--- src/design/alcc_pkg.sv ---
`default_nettype none
package alcc_pkg;

  // Field widths of the time and alarm registers.
  localparam int unsigned HourW     = 5;
  localparam int unsigned MinW      = 6;
  localparam int unsigned SecW      = 6;
  localparam int unsigned TickW     = 16;
  localparam int unsigned ButtonW   = 4;

  localparam logic [MinW-1:0] HoursPerDay      = MinW'(24);
  localparam logic [MinW-1:0] MinutesPerHour   = MinW'(60);
  localparam logic [MinW-1:0] SecondsPerMinute = MinW'(60);

  localparam logic [TickW-1:0] TicksReset = TickW'(23500);

  localparam logic [HourW-1:0] HourReset   = HourW'(11);
  localparam logic [MinW-1:0]  MinuteReset = MinW'(30);
  localparam logic [SecW-1:0]  SecondReset = SecW'(55);

  // Bit positions in the active-low button sample.
  localparam int unsigned BtnHour   = 0;
  localparam int unsigned BtnMinute = 1;
  localparam int unsigned BtnClear  = 2;
  localparam int unsigned BtnToggle = 3;

  typedef enum logic {
    OpTick    = 1'b0,
    OpButtons = 1'b1
  } op_t;

  // Increment with wrap to zero at the given limit.
  function automatic logic [MinW-1:0] inc_wrap(input logic [MinW-1:0] v,
                                               input logic [MinW-1:0] limit);
    logic [MinW-1:0] s;
    s = v + MinW'(1);
    return (s >= limit) ? '0 : s;
  endfunction

endpackage
`default_nettype wire

--- src/design/alarm_clock_counter.sv ---
`default_nettype none
// Time-of-day clock with a wake-up alarm.
//
// Input channel (in_valid/in_ready): each transfer carries either a timer tick
// (in_operation low) or a sample of four active-low buttons (in_operation high).
// Every accepted item produces exactly one result on the output channel
// (out_valid/out_ready), showing the time, the alarm setting, whether the alarm
// is armed and whether it is ringing, all as they stand after that item.
//
// The result of an item accepted at a clock edge is registered and presented from
// the next edge onwards. The block accepts one item every clock while the receiver
// keeps up; the clock state and the result register are updated in the same cycle,
// so the only limit is the single result register. When the receiver stalls, the
// result is held and input is taken only in a cycle in which the held result is
// transferred at the same edge, so nothing is lost.
//
// The configuration channel (cfg_valid/cfg_ready) writes ticks_per_second and
// is always ready. Reset sets the time to 11:30:55, clears the alarm setting
// and the prescaler, disarms the alarm and loads 23500 ticks per second.
module alarm_clock_counter (
  input  wire logic                          clk,
  input  wire logic                          rst_n,
  input  wire logic                          cfg_valid,
  output      logic                          cfg_ready,
  input  wire logic [alcc_pkg::TickW-1:0]    cfg_ticks_per_second,
  input  wire logic                          in_valid,
  output      logic                          in_ready,
  input  wire logic                          in_operation,
  input  wire logic [alcc_pkg::ButtonW-1:0]  in_buttons,
  output      logic                          out_valid,
  input  wire logic                          out_ready,
  output      logic [alcc_pkg::HourW-1:0]    out_hours,
  output      logic [alcc_pkg::MinW-1:0]     out_minutes,
  output      logic [alcc_pkg::SecW-1:0]     out_seconds,
  output      logic [alcc_pkg::HourW-1:0]    out_wake_hours,
  output      logic [alcc_pkg::MinW-1:0]     out_wake_minutes,
  output      logic                          out_armed,
  output      logic                          out_ringing
);
  import alcc_pkg::*;

  // Clock state.
  logic [TickW-1:0] tps_r;
  logic [TickW-1:0] prescale_r, prescale_nxt;
  logic [HourW-1:0] hour_r, hour_nxt;
  logic [MinW-1:0]  minute_r, minute_nxt;
  logic [SecW-1:0]  second_r, second_nxt;
  logic [HourW-1:0] wake_hour_r, wake_hour_nxt;
  logic [MinW-1:0]  wake_minute_r, wake_minute_nxt;
  logic             armed_r, armed_nxt;
  logic             ringing_nxt;

  // Result register.
  logic             out_valid_r;
  logic [HourW-1:0] out_hours_r;
  logic [MinW-1:0]  out_minutes_r;
  logic [SecW-1:0]  out_seconds_r;
  logic [HourW-1:0] out_wake_hours_r;
  logic [MinW-1:0]  out_wake_minutes_r;
  logic             out_armed_r;
  logic             out_ringing_r;

  logic               in_fire;
  logic [ButtonW-1:0] pressed;
  logic [TickW-1:0]   prescale_inc;
  logic               second_due;
  logic [SecW-1:0]    second_step;
  logic [MinW-1:0]    minute_step;
  logic [HourW-1:0]   hour_step;

  // The result register may be refilled in the cycle in which it is emptied.
  assign in_ready  = !out_valid_r || out_ready;
  assign in_fire   = in_valid && in_ready;
  assign cfg_ready = 1'b1;

  assign pressed      = ~in_buttons;
  assign prescale_inc = prescale_r + TickW'(1);
  assign second_due   = (prescale_inc == tps_r);

  // Carry chain of one second: seconds, then minutes, then hours.
  assign second_step = SecW'(inc_wrap(MinW'(second_r), SecondsPerMinute));
  assign minute_step = (second_step == '0) ? inc_wrap(minute_r, MinutesPerHour) : minute_r;
  assign hour_step   = ((second_step == '0) && (minute_step == '0))
                       ? HourW'(inc_wrap(MinW'(hour_r), HoursPerDay)) : hour_r;

  always_comb begin
    prescale_nxt    = prescale_r;
    hour_nxt        = hour_r;
    minute_nxt      = minute_r;
    second_nxt      = second_r;
    wake_hour_nxt   = wake_hour_r;
    wake_minute_nxt = wake_minute_r;
    armed_nxt       = armed_r;
    if (in_operation == OpTick) begin
      if (second_due) begin
        prescale_nxt = '0;
        second_nxt   = second_step;
        minute_nxt   = minute_step;
        hour_nxt     = hour_step;
      end else begin
        prescale_nxt = prescale_inc;
      end
    end else if (!armed_r) begin
      // Disarmed: the buttons set the clock and may arm the alarm.
      if (pressed[BtnHour]) begin
        hour_nxt = HourW'(inc_wrap(MinW'(hour_r), HoursPerDay));
      end
      if (pressed[BtnMinute]) begin
        minute_nxt = inc_wrap(minute_r, MinutesPerHour);
      end
      if (pressed[BtnClear]) begin
        second_nxt = '0;
      end
      if (pressed[BtnToggle]) begin
        armed_nxt = 1'b1;
      end
    end else begin
      // Armed: the buttons set the alarm and may disarm it.
      if (pressed[BtnHour]) begin
        wake_hour_nxt = HourW'(inc_wrap(MinW'(wake_hour_r), HoursPerDay));
      end
      if (pressed[BtnMinute]) begin
        wake_minute_nxt = inc_wrap(wake_minute_r, MinutesPerHour);
      end
      if (pressed[BtnToggle]) begin
        armed_nxt = 1'b0;
      end
    end
    ringing_nxt = armed_nxt && (hour_nxt == wake_hour_nxt) &&
                  (minute_nxt == wake_minute_nxt);
  end

  always_ff @(posedge clk) begin
    if (!rst_n) begin
      tps_r <= TicksReset;
    end else if (cfg_valid && cfg_ready) begin
      tps_r <= cfg_ticks_per_second;
    end
  end

  always_ff @(posedge clk) begin
    if (!rst_n) begin
      prescale_r    <= '0;
      hour_r        <= HourReset;
      minute_r      <= MinuteReset;
      second_r      <= SecondReset;
      wake_hour_r   <= '0;
      wake_minute_r <= '0;
      armed_r       <= 1'b0;
    end else if (in_fire) begin
      prescale_r    <= prescale_nxt;
      hour_r        <= hour_nxt;
      minute_r      <= minute_nxt;
      second_r      <= second_nxt;
      wake_hour_r   <= wake_hour_nxt;
      wake_minute_r <= wake_minute_nxt;
      armed_r       <= armed_nxt;
    end
  end

  always_ff @(posedge clk) begin
    if (!rst_n) begin
      out_valid_r <= 1'b0;
    end else if (in_fire) begin
      out_valid_r <= 1'b1;
    end else if (out_ready) begin
      out_valid_r <= 1'b0;
    end
  end

  // Result payload needs no reset; it is qualified by out_valid_r.
  always_ff @(posedge clk) begin
    if (in_fire) begin
      out_hours_r        <= hour_nxt;
      out_minutes_r      <= minute_nxt;
      out_seconds_r      <= second_nxt;
      out_wake_hours_r   <= wake_hour_nxt;
      out_wake_minutes_r <= wake_minute_nxt;
      out_armed_r        <= armed_nxt;
      out_ringing_r      <= ringing_nxt;
    end
  end

  assign out_valid        = out_valid_r;
  assign out_hours        = out_hours_r;
  assign out_minutes      = out_minutes_r;
  assign out_seconds      = out_seconds_r;
  assign out_wake_hours   = out_wake_hours_r;
  assign out_wake_minutes = out_wake_minutes_r;
  assign out_armed        = out_armed_r;
  assign out_ringing      = out_ringing_r;

  // The held time never leaves the range of a day.
  a_time_range: assert property (@(posedge clk) disable iff (!rst_n)
    (MinW'(hour_r) < HoursPerDay) && (minute_r < MinutesPerHour) &&
    (MinW'(second_r) < SecondsPerMinute))
    else $error("clock register out of range");

  // A presented result rings only when the alarm is armed and the times agree.
  a_ring_match: assert property (@(posedge clk) disable iff (!rst_n)
    out_valid_r |-> (out_ringing_r == (out_armed_r && (out_hours_r == out_wake_hours_r) &&
                                       (out_minutes_r == out_wake_minutes_r))))
    else $error("ringing flag inconsistent with result");

  // A button sample never moves the prescaler.
  a_buttons_keep_prescaler: assert property (@(posedge clk) disable iff (!rst_n)
    (in_fire && (in_operation == OpButtons)) |=> $stable(prescale_r))
    else $error("prescaler changed on a button sample");

  // Every accepted item leaves a result waiting in the next cycle.
  a_result_follows: assert property (@(posedge clk) disable iff (!rst_n)
    in_fire |=> (out_valid_r && (out_armed_r == armed_r)))
    else $error("accepted item left no result");

endmodule
`default_nettype wire

--- config.mk ---
export PLATFORM = sky130hd
export DESIGN_NAME = alarm_clock_counter
export DESIGN_NICKNAME = d
export VERILOG_FILES = /design/src/design/alcc_pkg.sv /design/src/design/alarm_clock_counter.sv
export SDC_FILE = /design/constraint.sdc
export NUM_CORES = 1
export LEC_CHECK = 0
export BUFFER_PORTS_ARGS = -buffer_cell sky130_fd_sc_hd__buf_2
export CORE_AREA = 2 2 114 105
export CTS_CLUSTER_SIZE = 16
export DETAILED_ROUTE_END_ITERATION = 10
export DIE_AREA = 0 0 116 107
export MAX_ROUTING_LAYER = met4
export PLACE_DENSITY = 0.69
export SLEW_MARGIN = 10
export SYNTH_ARGS = -nofsm -noshare
export SYNTH_HDL_FRONTEND = slang
export SYNTH_SLANG_ARGS = --single-unit
--- constraint.sdc ---
create_clock -name clk -period 8 [get_ports clk]
set_input_delay 0.4 -clock clk [delete_from_list [all_inputs] [get_ports clk]]
set_output_delay 0.4 -clock clk [all_outputs]
set_load 0.05 [all_outputs]
=== After elaboration in Yosys (flattened, before gate mapping) ===
Index checks and enable logic that the tools add are counted.

* Output and inout bits: 33
* Word-level logic and storage cells: 74
* Register bits: 92

* Mux-type cells: 32
* Equal/unequal tests: 3
* Reduce and logical (&&, ||, !) cells: 10
* $add $sub $neg: 6
* Magnitude comparators: 5
* Bitwise gates (word level): 2

{| class="wikitable"
|+ Operators by type and width
! operator !! count
|-
| $mux 6 || 15
|-
| $mux 5 || 10
|-
| $add 6x1->6 const B || 3
|-
| $ge 6x6->1 const B || 3
|-
| $add 16x1->16 const B || 1
|-
| $eq 16x16->1 || 1
|-
| $mux 16 || 1
|-
| $add 5x1->6 const B || 2
|-
| $ge 6x5->1 const B || 2
|-
| $logic_not 6->1 || 2
|-
| $eq 6x6->1 || 1
|-
| $mux 1 || 6
|-
| $eq 5x5->1 || 1
|-
| $logic_and 1x1->1 || 4
|-
| $not 4->4 || 1
|-
| $reduce_and 2->1 || 1
|-
| $reduce_bool 2->1 || 1
|-
| $logic_not 1->1 || 1
|-
| $logic_or 1x1->1 || 1
|-
| $not 1->1 || 1
|}

=== Logic depth before layout (Yosys ltp) ===
Gate-level depths: netlist of the first run.

* Depth in word-level cells: 13
* Depth in mapped cells: 14
* Gate-level depth less buffers: 11

=== Least setup slack after synthesis of the first run ===
Ideal clock, no wire load.

* Path kind: reg-to-reg
* Start: register second_r[1]
* End: register out_ringing_r (netlist: out_ringing), data pin
* Clock period less this slack: 3.053 ns
* Buffers on the path: 1
* Arrival time: 2.883 ns
* Path slack: 4.947 ns
* Stages on the path, launching flop included: 11
* Setup time: 0.170 ns
* Cell sequence: dfxtp_1 ha_1 clkbuf_1 o221ai_1 a221o_1 nor4b_2 a31oi_1 o41ai_2 xnor2_1 nand4_1 nor4_2

* Cells in the longest elaborated chain, start to end: 13

{| class="wikitable"
|+ Ends and longest elaborated chain
! element !! RTL line !! source
|-
| from (decl) || alarm_clock_counter.sv:47 || <nowiki>logic [SecW-1:0] second_r, second_nxt;</nowiki>
|-
| from (signal assigned) || alarm_clock_counter.sv:146 || <nowiki>second_r <= SecondReset;</nowiki>
|-
| from (signal assigned) || alarm_clock_counter.sv:154 || <nowiki>second_r <= second_nxt;</nowiki>
|-
| $add 6x1->6 (*) || alcc_pkg.sv:36 || <nowiki>s = v + MinW'(1);</nowiki>
|-
| $ge 6x6->1 || alcc_pkg.sv:37 || <nowiki>return (s >= limit) ? '0 : s;</nowiki>
|-
| $mux 6 (*) || alcc_pkg.sv:37 ||
|-
| $logic_not 6->1 (*) || alarm_clock_counter.sv:82, alarm_clock_counter.sv:83 ||
|-
| $mux 6 || alarm_clock_counter.sv:82 || <nowiki>assign minute_step = (second_step == '0) ? inc_wrap(minute_r, MinutesPerHour) : minute_r;</nowiki>
|-
| $logic_not 6->1 || alarm_clock_counter.sv:83 || <nowiki>assign hour_step = ((second_step == '0) && (minute_step == '0))</nowiki>
|-
| $logic_and 1x1->1 (*) || alarm_clock_counter.sv:83 ||
|-
| $mux 5 (*) || alarm_clock_counter.sv:84 || <nowiki>? HourW'(inc_wrap(MinW'(hour_r), HoursPerDay)) : hour_r;</nowiki>
|-
| $mux 5 (*) || alarm_clock_counter.sv:95 || <nowiki>if (second_due) begin</nowiki>
|-
| $mux 5 (*) || alarm_clock_counter.sv:94 || <nowiki>if (in_operation == OpTick) begin</nowiki>
|-
| named net hour_nxt[4] || alarm_clock_counter.sv:45 || <nowiki>logic [HourW-1:0] hour_r, hour_nxt;</nowiki>
|-
| $eq 5x5->1 (*) || alarm_clock_counter.sv:129 || <nowiki>ringing_nxt = armed_nxt && (hour_nxt == wake_hour_nxt) &&</nowiki>
|-
| $logic_and 1x1->1 (*) (2 in a row) || alarm_clock_counter.sv:129 ||
|-
| named net ringing_nxt || alarm_clock_counter.sv:51 || <nowiki>logic ringing_nxt;</nowiki>
|-
| to (signal assigned) || alarm_clock_counter.sv:180 || <nowiki>out_ringing_r <= ringing_nxt;</nowiki>
|-
| to (decl) || alarm_clock_counter.sv:61 || <nowiki>logic out_ringing_r;</nowiki>
|}

The timed path passes the listed nets; every way through them passes the cells marked *.
A chain may end at the register's enable or synchronous reset.

=== Worst setup path in the final report of the first run ===
* Start: register prescale_r[0]
* End: register out_ringing_r (netlist: out_ringing), data pin

* Cells in the longest elaborated chain, start to end: 7

{| class="wikitable"
|+ Ends and longest elaborated chain
! element !! RTL line !! source
|-
| from (decl) || alarm_clock_counter.sv:44 || <nowiki>logic [TickW-1:0] prescale_r, prescale_nxt;</nowiki>
|-
| from (signal assigned) || alarm_clock_counter.sv:151 || <nowiki>prescale_r <= prescale_nxt;</nowiki>
|-
| $add 16x1->16 (*) || alarm_clock_counter.sv:77 || <nowiki>assign prescale_inc = prescale_r + TickW'(1);</nowiki>
|-
| $eq 16x16->1 (*) || alarm_clock_counter.sv:78 || <nowiki>assign second_due = (prescale_inc == tps_r);</nowiki>
|-
| $mux 5 || alarm_clock_counter.sv:95 ||
|-
| $mux 5 || alarm_clock_counter.sv:94 ||
|-
| $eq 5x5->1 || alarm_clock_counter.sv:129 ||
|-
| $logic_and 1x1->1 || alarm_clock_counter.sv:129 ||
|-
| $logic_and 1x1->1 (*) || alarm_clock_counter.sv:129 ||
|-
| named net ringing_nxt || alarm_clock_counter.sv:51 ||
|}

Marked as above.

==> qor.csv, run 1 <==
metric,value,unit
critPathKind,flip-flop to flip-flop,
floorplan.initialDensity,0.494,
yosys-top-cells-count,"nand2_1 (77), dfxtp_1 (62), nor2_1 (38), o21ai_0 (35), edfxtp_1 (30)",
drt_iter0_markers,276,
finalHoldViolations,0,
yosys_warnings,0,
setup_repair_after_global_routing_missed_its_margin,no,
initial_antenna_violation_count,0,
via_count,4590,
timing.fmax,234,MHz
postLayoutCellArea,6130,µm²
cts_max_path_buffers,2,
critPathRequiredTime,8170,ps
n_antenna_cell,0,
slowest_delay,980,ps
post_synth_main_area_contributors,"dfxtp_1 (22%), edfxtp_1 (16%), nand2_1 (5.2%), mux2i_1 (3.6%), xnor2_1 (3.5%)",
period_needed,4270,ps
synth-main-ff-cell,dfxtp_1,
critical_path.startpoint_type,flip-flop,
largest_net_degree_at_the_start_of_global_routing,63,
synth_top_cell_area_share,0.224,
worst-path-stages,11,
post-dp-hpwl,8490,µm
cts.reportedPaths.clkPinSlew,70,ps
post_synth_instance_area,5540,µm²
drt-wirelength-per-cell,14.9,µm
layout.core_utilization,0.547,
worst_slew_pin_slew,1130,ps
min_delay_path_depth,3,
drive_gt1_frac,0.149,
postSynth.asyncResetShare,0,
synth-edff-count,30,
synth.avg_cell_area,8.72,µm²
die-area,12400,µm²
cts_hold_buf,0,
finalWirelength,12200,µm
drv.max_cap_violation_count,0,
sequential_fraction_of_the_synthesis_area,0.387,
result_of_the_run,finished clean,
cpLargestDelayFamily,simple AND/OR/NAND/NOR gates,
tritoncts,yes,
cts_num_sinks,92,
vdd_drop_max,0.113,mV
power.leakage,0.00244,µW
cts_made_buffers,9,
crit_path_top_delay_cell,nor4b_2,
worstPathCellList,ha_1 -> and3_1 -> xnor2_1 -> mux2i_1 -> o21ai_1 -> nor4b_2 -> a31o_1 -> mux2i_4 -> xor2_1 -> nand4_1 -> nor4_2,
report.final.setup_viol,0,
postSynthRegisterBits,92,
cts_setup_buffers,0,
maximum_level_of_the_cts_h_tree,3,
drc,0,
die_h,107,µm
area.growth.synth_to_final,10.7,%
synth_nets,669,
grt_pass1_wl,20400,µm
timing.critical_path.arrival,4440,ps
ctsRootBufferMaster,clkbuf_16,
gate_count_after_technology_mapping,635,
timing.reg2reg.worst_path_depth,11,
slew_headroom,0.245,
grt-ovfl-total,0,
route.detailed.vias_per_inst,5.59,
synth_most_common_cell,nand2_1,
port_buffers,57,
p_per_area,191,nW/µm²
postPlaceCellArea,5820,µm²
top_level_ports,59,
layout_skew,6.95,ps
insertion_delay,340,ps
cp_capture_type,flip-flop,
final_antenna_net_count,0,
fp.dieW,116,µm
finalMaxSlewViolations,0,
timing.critical_path.fanout_max,12,
number_of_global_route_vias_before_repair,4189,
track_usage,0.210,
worstHoldPathType,input port to flip-flop,
post_cts_resized,0,
post_synth_num_cell_types,79,
first_pass_iters,4,
synth.largest_area_cell,dfxtp_1,
finalNetCount,694,
gp_routability_congestion,0.912,
setup_tns,0,ps
placeableCoreArea,11200,µm²
fin_crit_sh,0.534,
floorplan.rows,37,
critical_path.n_buffers_inverters,0,
-- final cells by class --
| class | count | area, µm² |
|---|---|---|
| fillers | 1069 | 5080 |
| well taps | 156 | 195 |
| flip-flops and latches | 92 | 2140 |
| repair buffers | 58 | 293 |
| inverters | 20 | 75.1 |
| clock inverters | 5 | 40.0 |
| multi-input cells | 479 | 3120 |
| clock buffers | 11 | 264 |
-- sequential cells by signal, indices dropped and copies added (netlist names) --
register / count
out_wake_minutes: 6
out_armed: 1
out_minutes: 6
hour_r: 5
out_hours: 5
armed_r: 1
minute_r: 6
tps_r: 16
wake_hour_r: 5
second_r: 6
out_valid: 1
out_seconds: 6
prescale_r: 16
out_wake_hours: 5
out_ringing: 1
wake_minute_r: 6
-- power breakdown --
part / switching [µW] / internal (µW)
Combinational: 131 / 71.5
Sequential: 28.9 / 513
Clock: 186 / 241
Total: 346 / 825
-- layout by cell type (no fill, tap or decap), types with 10 or more instances in the layout --
master	synthesis	layout
nand2b_1	13	13
nor3_1	11	11
mux2i_1	20	20
clkbuf_16	0	10
inv_1	19	19
dfxtp_1	62	62
a21oi_1	29	29
nand4_1	12	12
xnor2_1	22	22
edfxtp_1	30	30
nor3b_1	11	11
nor2b_1	21	21
xor2_1	13	13
buf_2	10	57
nand2_1	77	77
o21ai_0	35	35
o211ai_1	10	10
nor2_1	38	38
nand3_1	20	20
a21boi_0	10	10
-- per-layer routing --
metal	part of all wire	routed length (µm)	vias up	global-route usage
met4	0.0095	116	0	0.0638
met5	0	0	-	-
met3	0.043	525	11	0.0430
li1	-	-	2331	-
met2	0.46	5560	106	0.313
met1	0.49	6000	2142	0.288
-- worst reg2reg max path: cells and delay by family (launching register included) --
kind | cells | cell delay, ps
and+or+nand+nor | 4 | 1840
AOI/OAI and AO/OA | 2 | 590
muxes | 2 | 520
DFF | 1 | 490
xor gates and xnor gates | 2 | 370
adders and majority gates | 1 | 290
-- through the flow --
stage	worst slack, ps	power, µW	instances	hold slack [ps]
floorplan	4950	708	635	462
global placement	4040	747	805	487
detailed placement	3870	753	805	501
CTS	3790	1180	821	260
global route	3490	1220	821	268
finish	3730	1170	821	265
-- logic make-up (layout without fill, tap and decap cells) --
family | after synthesis | after routing | synth area share
other cells | 1 | 1 | 0.000677
mux | 23 | 23 | 0.0447
buf+inv | 64 | 94 | 0.0499
flops | 92 | 92 | 0.387
xor+xnor | 35 | 35 | 0.0554
simple gates | 264 | 264 | 0.261
fa+ha+maj | 8 | 8 | 0.0181
compound gates | 148 | 148 | 0.183
-- worst paths after layout --
path,from,to,slack (ps)
worst max-delay path,prescale_r[0]$_SDFFE_PN0P_,out_ringing$_DFFE_PP_,3730
worst max register to register,prescale_r[0]$_SDFFE_PN0P_,out_ringing$_DFFE_PP_,3730
worst min-delay path,cfg_ticks_per_second[6],tps_r[6]$_SDFFE_PN1P_,260
worst min register to register,tps_r[3]$_SDFFE_PN1P_,tps_r[3]$_SDFFE_PN1P_,510
(Power assumes the default switching activity.)
==> inputs of run 2 (changes only) <==
- clock period: 8 -> 4.15 ns (I/O delays scaled with it)
==> qor.csv, run 2 (synthesized netlist as in run 1, its figures left out) <==
metric,value,unit
endpoint_worst_hold,tps_r[14]$_SDFFE_PN1P_,
area.growth.synth_to_final,11.5,%
layout_skew,11.4,ps
tritoncts,yes,
cts_made_buffers,9,
timing.fmax,265,MHz
drive_gt1_frac,0.151,
finalWirelength,12600,µm
drc,0,
finalHoldViolations,0,
power.leakage,0.00246,µW
ctsRootBufferMaster,clkbuf_16,
insertion_delay,350,ps
cpLargestDelayFamily,simple AND/OR/NAND/NOR gates,
cp_capture_type,flip-flop,
critPathKind,flip-flop to flip-flop,
crit_path_top_delay_cell,nor4b_2,
finalMaxSlewViolations,0,
final_antenna_net_count,0,
slowest_delay,540,ps
worst_slew_pin_slew,1050,ps
die-area,12400,µm²
r2r_start,prescale_r[0]$_SDFFE_PN0P_,
post-dp-hpwl,8840,µm
first_pass_iters,5,
layout.core_utilization,0.551,
largest_net_degree_at_the_start_of_global_routing,63,
via_count,4703,
initial_antenna_violation_count,0,
number_of_global_route_vias_before_repair,4276,
setup_tns,0,ps
critical_path.reg2reg.endpoint,out_ringing$_DFFE_PP_,
timing.reg2reg.worst_path_depth,11,
drt-wirelength-per-cell,15.3,µm
critPathRequiredTime,4340,ps
multi_input_area,3120,µm²
result_of_the_run,finished clean,
fin_crit_sh,0.908,
cts.reportedPaths.clkPinSlew,70,ps
floorplan.rows,37,
layout.cells.non_filler,825,
timing.critical_path.arrival,3950,ps
critical_path.n_buffers_inverters,0,
p_per_area,377,nW/µm²
worst-path-stages,11,
top_level_ports,59,
drt_iter0_markers,300,
cts_num_sinks,92,
post_cts_resized,0,
period_needed,3770,ps
cts_setup_buffers,0,
floorplan.initialDensity,0.494,
critical_path.startpoint_type,flip-flop,
seqCellArea,2140,µm²
fillers,1025,
timing.critical_path.fanout_max,8,
commonest_non_fill_non_tap_cells_in_the_layout,"nand2_1 (77), dfxtp_1 (62), buf_2 (57)",
gp_routability_congestion,0.904,
worstPathCellList,ha_1 -> and3_1 -> nand4_1 -> a31oi_1 -> o21ai_1 -> nor4b_2 -> a31o_1 -> mux2i_4 -> xor2_1 -> nand4_1 -> nor4_2,
cts_max_path_buffers,2,
port_buffers,57,
worstHoldPathType,input port to flip-flop,
finalNetCount,698,
mostFrequentLayoutCell,nand2_1,
grt_pass1_wl,20700,µm
vdd_drop_max,0.231,mV
placeableCoreArea,11200,µm²
min_delay_path_depth,3,
place_worst_setup_slack,446,ps
fp.dieW,116,µm
hp-start,cfg_ticks_per_second[14],
maximum_level_of_the_cts_h_tree,3,
route.detailed.vias_per_inst,5.70,
placed_cells_incl_taps,809,
report.final.setup_viol,0,
final_critical_path_setup_slack,383,ps
grt-ovfl-total,0,
cp_common_cell,nand4_1,
die_h,107,µm
cts_hold_buf,0,
slew_headroom,0.301,
largestRegisters,"prescale_r x16, tps_r x16",
n_antenna_cell,0,
setup_repair_after_global_routing_missed_its_margin,no,
track_usage,0.217,
drv.max_cap_violation_count,0,
setup.reg_to_reg.worst_slack,380,ps
==> run 2: cell types whose count changed in the layout (fill, tap and decap cells not counted) <==
cell / previous run / this run
bufinv_16: 0 / 2
buf_4: 1 / 5
inv_6: 2 / 0
clkinv_4: 2 / 1
clkbuf_1: 0 / 2
clkbuf_16: 10 / 9
==> run 2: per-layer routing <==
layer / track usage / vias up / routed length (µm)
li1: - / 2346 / -
met1: 0.296 / 2177 / 6120
met2: 0.319 / 157 / 5570
met3: 0.0367 / 23 / 653
met4: 0.0884 / 0 / 280
met5: - / - / 0
==> run 2: layout make-up <==
| class | instances | area share |
|---|---|---|
| Inverter | 20 | 0.0122 |
| Clock buffer | 12 | 0.0399 |
| Timing Repair Buffer | 62 | 0.0523 |
| Multi-Input combinational cell | 479 | 0.505 |
| Clock inverter | 4 | 0.0120 |
| Tap cell | 156 | 0.0316 |
| Sequential cell | 92 | 0.347 |
==> run 2: power by group <==
group | leakage (µW) | switching [µW] | internal, µW
Combinational | 0.00151 | 255 | 139
Sequential | 0.000797 | 56.2 | 989
Clock | 0.000157 | 345 | 545
==> run 2: tightest hold or removal path, delay by kind of cell <==
family,cells,cell delay [ps]
buf+inv,1,70
simple gates,1,60
mux,1,50
==> run 2: through the flow <==
step	hold slack, ps	cell area (µm²)	power, µW
2_1_floorplan	337	5540	1360
3_3_place_gp	422	5850	1450
3_5_place_dp	429	5850	1460
4_1_cts	66.0	6170	2340
5_1_grt	78.6	6170	2420
6_report	74.0	6170	2330
==> run 2: how the worst max path moves through the flow <==
| stage | startpoint | to | slack, ps |
|---|---|---|---|
| global route | prescale_r[0]$_SDFFE_PN0P_ | out_ringing$_DFFE_PP_ | 110 |
| CTS | prescale_r[0]$_SDFFE_PN0P_ | out_ringing$_DFFE_PP_ | 410 |
| floorplan | second_r[1]$_SDFFE_PN1P_ | out_ringing$_DFFE_PP_ | 1100 |
| global placement | prescale_r[0]$_SDFFE_PN0P_ | out_ringing$_DFFE_PP_ | 570 |
| finish | prescale_r[0]$_SDFFE_PN0P_ | out_ringing$_DFFE_PP_ | 380 |
| detailed placement | prescale_r[0]$_SDFFE_PN0P_ | out_ringing$_DFFE_PP_ | 450 |
==> inputs of run 3 (changes only) <==
- ABC_AREA: unset -> 1
- CELL_PAD_IN_SITES_DETAIL_PLACEMENT: unset -> 1
- CELL_PAD_IN_SITES_GLOBAL_PLACEMENT: unset -> 2
- CORE_AREA: 2 2 114 105 -> 2 2 142 130
- DIE_AREA: 0 0 116 107 -> 0 0 144 132
- PLACE_DENSITY: 0.69 -> unset
- PLACE_DENSITY_LB_ADDON: unset -> 0.1
==> qor.csv, run 3 <==
metric,value,unit
result_of_the_run,finished clean,
synth-main-ff-cell,dfxtp_1,
largest_net_degree_at_the_start_of_global_routing,55,
insertion_delay,350,ps
post_cts_resized,0,
cts_max_path_buffers,2,
die_h,132,µm
finalMaxSlewViolations,0,
timing.fmax,309,MHz
critPathKind,flip-flop to flip-flop,
critPathRequiredTime,4250,ps
top_level_ports,59,
yosys_warnings,0,
maximum_level_of_the_cts_h_tree,3,
post-dp-hpwl,13300,µm
drt_iter0_markers,254,
first_pass_iters,4,
vdd_drop_max,0.242,mV
timing.critical_path.arrival,3340,ps
drc,0,
fin_crit_sh,0.780,
postPlaceCellArea,6230,µm²
cts_setup_buffers,0,
fp.dieW,144,µm
drv.max_cap_violation_count,0,
slew_headroom,0.424,
synth.largest_area_cell,dfxtp_1,
finalHoldViolations,0,
ctsRootBufferMaster,clkbuf_16,
synth-edff-count,30,
post_synth_instance_area,5700,µm²
cp_capture_type,flip-flop,
cts_made_buffers,9,
worst_slew_pin_slew,864,ps
tritoncts,yes,
n_antenna_cell,0,
power.leakage,0.00312,µW
die-area,19000,µm²
setup_tns,0,ps
synth_top_cell_area_share,0.218,
track_usage,0.200,
post_synth_num_cell_types,41,
floorplan.rows,46,
p_per_area,369,nW/µm²
postSynth.asyncResetShare,0,
via_count,5562,
worstHoldPathType,input port to flip-flop,
grt-ovfl-total,0,
final_antenna_net_count,0,
setup_repair_after_global_routing_missed_its_margin,no,
postSynthRegisterBits,92,
report.final.setup_viol,0,
postLayoutCellArea,6530,µm²
drive_gt1_frac,0.128,
fillers,2264,
route.detailed.vias_per_inst,4.95,
cts_num_sinks,92,
post_synth_main_area_contributors,"dfxtp_1 (22%), edfxtp_1 (16%), nand2_1 (15%), nand3_1 (7.5%), inv_1 (6.8%)",
grt_pass1_wl,29200,µm
cts_hold_buf,0,
initial_antenna_violation_count,0,
drt-wirelength-per-cell,15.7,µm
finalWirelength,17600,µm
finalNetCount,912,
floorplan.initialDensity,0.327,
synth.avg_cell_area,6.89,µm²
report.power.total,2410,µW
cts.reportedPaths.clkPinSlew,70,ps
gp_routability_congestion,0.847,
yosys-top-cells-count,"nand2_1 (228), inv_1 (103), nand3_1 (85), a21oi_1 (73)",
port_buffers,57,
largestRegisters,"prescale_r x16, tps_r x16",
critical_path.startpoint_type,flip-flop,
mostFrequentLayoutCell,nand2_1,
placeableCoreArea,17400,µm²
synth_nets,862,
timing.critical_path.fanout_max,7,
number_of_global_route_vias_before_repair,5643,
gate_count_after_technology_mapping,828,
sequential_fraction_of_the_synthesis_area,0.376,
synth_most_common_cell,nand2_1,
layout_skew,8.86,ps
period_needed,3240,ps
commonest_non_fill_non_tap_cells_in_the_layout,"nand2_1 (228), inv_1 (103), nand3_1 (85)",
area.growth.synth_to_final,14.4,%
==> run 3: changes by cell type after synthesis, moves of 13 or more <==
cell / delta
mux2i_1: -20
nand2b_1: -13
nand3_1: +65
a21oi_1: +44
inv_1: +84
nand2_1: +151
nor2b_1: -21
o21ai_0: +27
xnor2_1: -22
==> run 3: area by class of cell <==
cell class	instances	area, µm²	share of cell area
Multi-Input combinational cell	606	3070	0.470
Inverter	107	402	0.0615
Sequential cell	92	2140	0.328
Clock inverter	6	63.8	0.00978
Tap cell	240	300	0.0460
Timing Repair Buffer	62	323	0.0495
Clock buffer	10	229	0.0351
==> run 3: through the flow <==
step | instances | hold slack, ps | worst slack (ps) | utilization
floorplan | 828 | 330 | 1350 | -
global placement | 1107 | 422 | 968 | 0.358
detailed placement | 1107 | 426 | 888 | 0.358
CTS | 1123 | 59.5 | 870 | 0.374
global route | 1123 | 62.0 | 466 | 0.374
finish | 1123 | 71.2 | 913 | 0.374
==> run 3: cell families after synthesis <==
group                      after synthesis  synth area share
and+or+nand+nor                        420             0.339
AOI/OAI and AO/OA                      165             0.160
buffers and inverters                  130            0.0866
DFF                                     92             0.376
xor gates and xnor gates                12            0.0208
adders and majority gates                8            0.0175
other                                    1          0.000657
==> run 3: metal layers <==
layer / GRT usage / share of wire
met2: 0.297 / 0.43
met5: - / 0
met4: 0.0398 / 0.011
met1: 0.288 / 0.53
met3: 0.0316 / 0.031
==> run 3: power breakdown <==
part           switching [µW]  internal (µW)
combinational             377            143
clock                     371            468
sequential               48.8            999
total                     796           1610
==> run 3: path summary, 6_finish.rpt <==
check / from / endpoint / slack, ps / depth (start not counted)
worst max-delay path: prescale_r[0]$_SDFFE_PN0P_ / out_ringing$_DFFE_PP_ / 910 / 20
worst min-delay path: cfg_ticks_per_second[8] / tps_r[8]$_SDFFE_PN1P_ / 70 / 3
worst max register to register: prescale_r[0]$_SDFFE_PN0P_ / out_ringing$_DFFE_PP_ / 910 / 20
worst min register to register: tps_r[1]$_SDFFE_PN0P_ / tps_r[1]$_SDFFE_PN0P_ / 470 / 2
==> run 3: critical path, stage by stage (launching register included) <==
cell     delay (ps)
dfxtp_1         420
ha_1            290
nand2_2         150
nor2_2          230
nand2_1         100
nand3_1         110
nand3_1          80
nor2_1          190
nand3_1         200
nor2_8          200
nand3_4          90
nor2_4          140
nand2_2         120
nand2_1          90
nand3_1         100
nand2_1         160
nand2_1          60
nand2_1          80
nor2_1           50
nand2_1          80
nor2_1           40
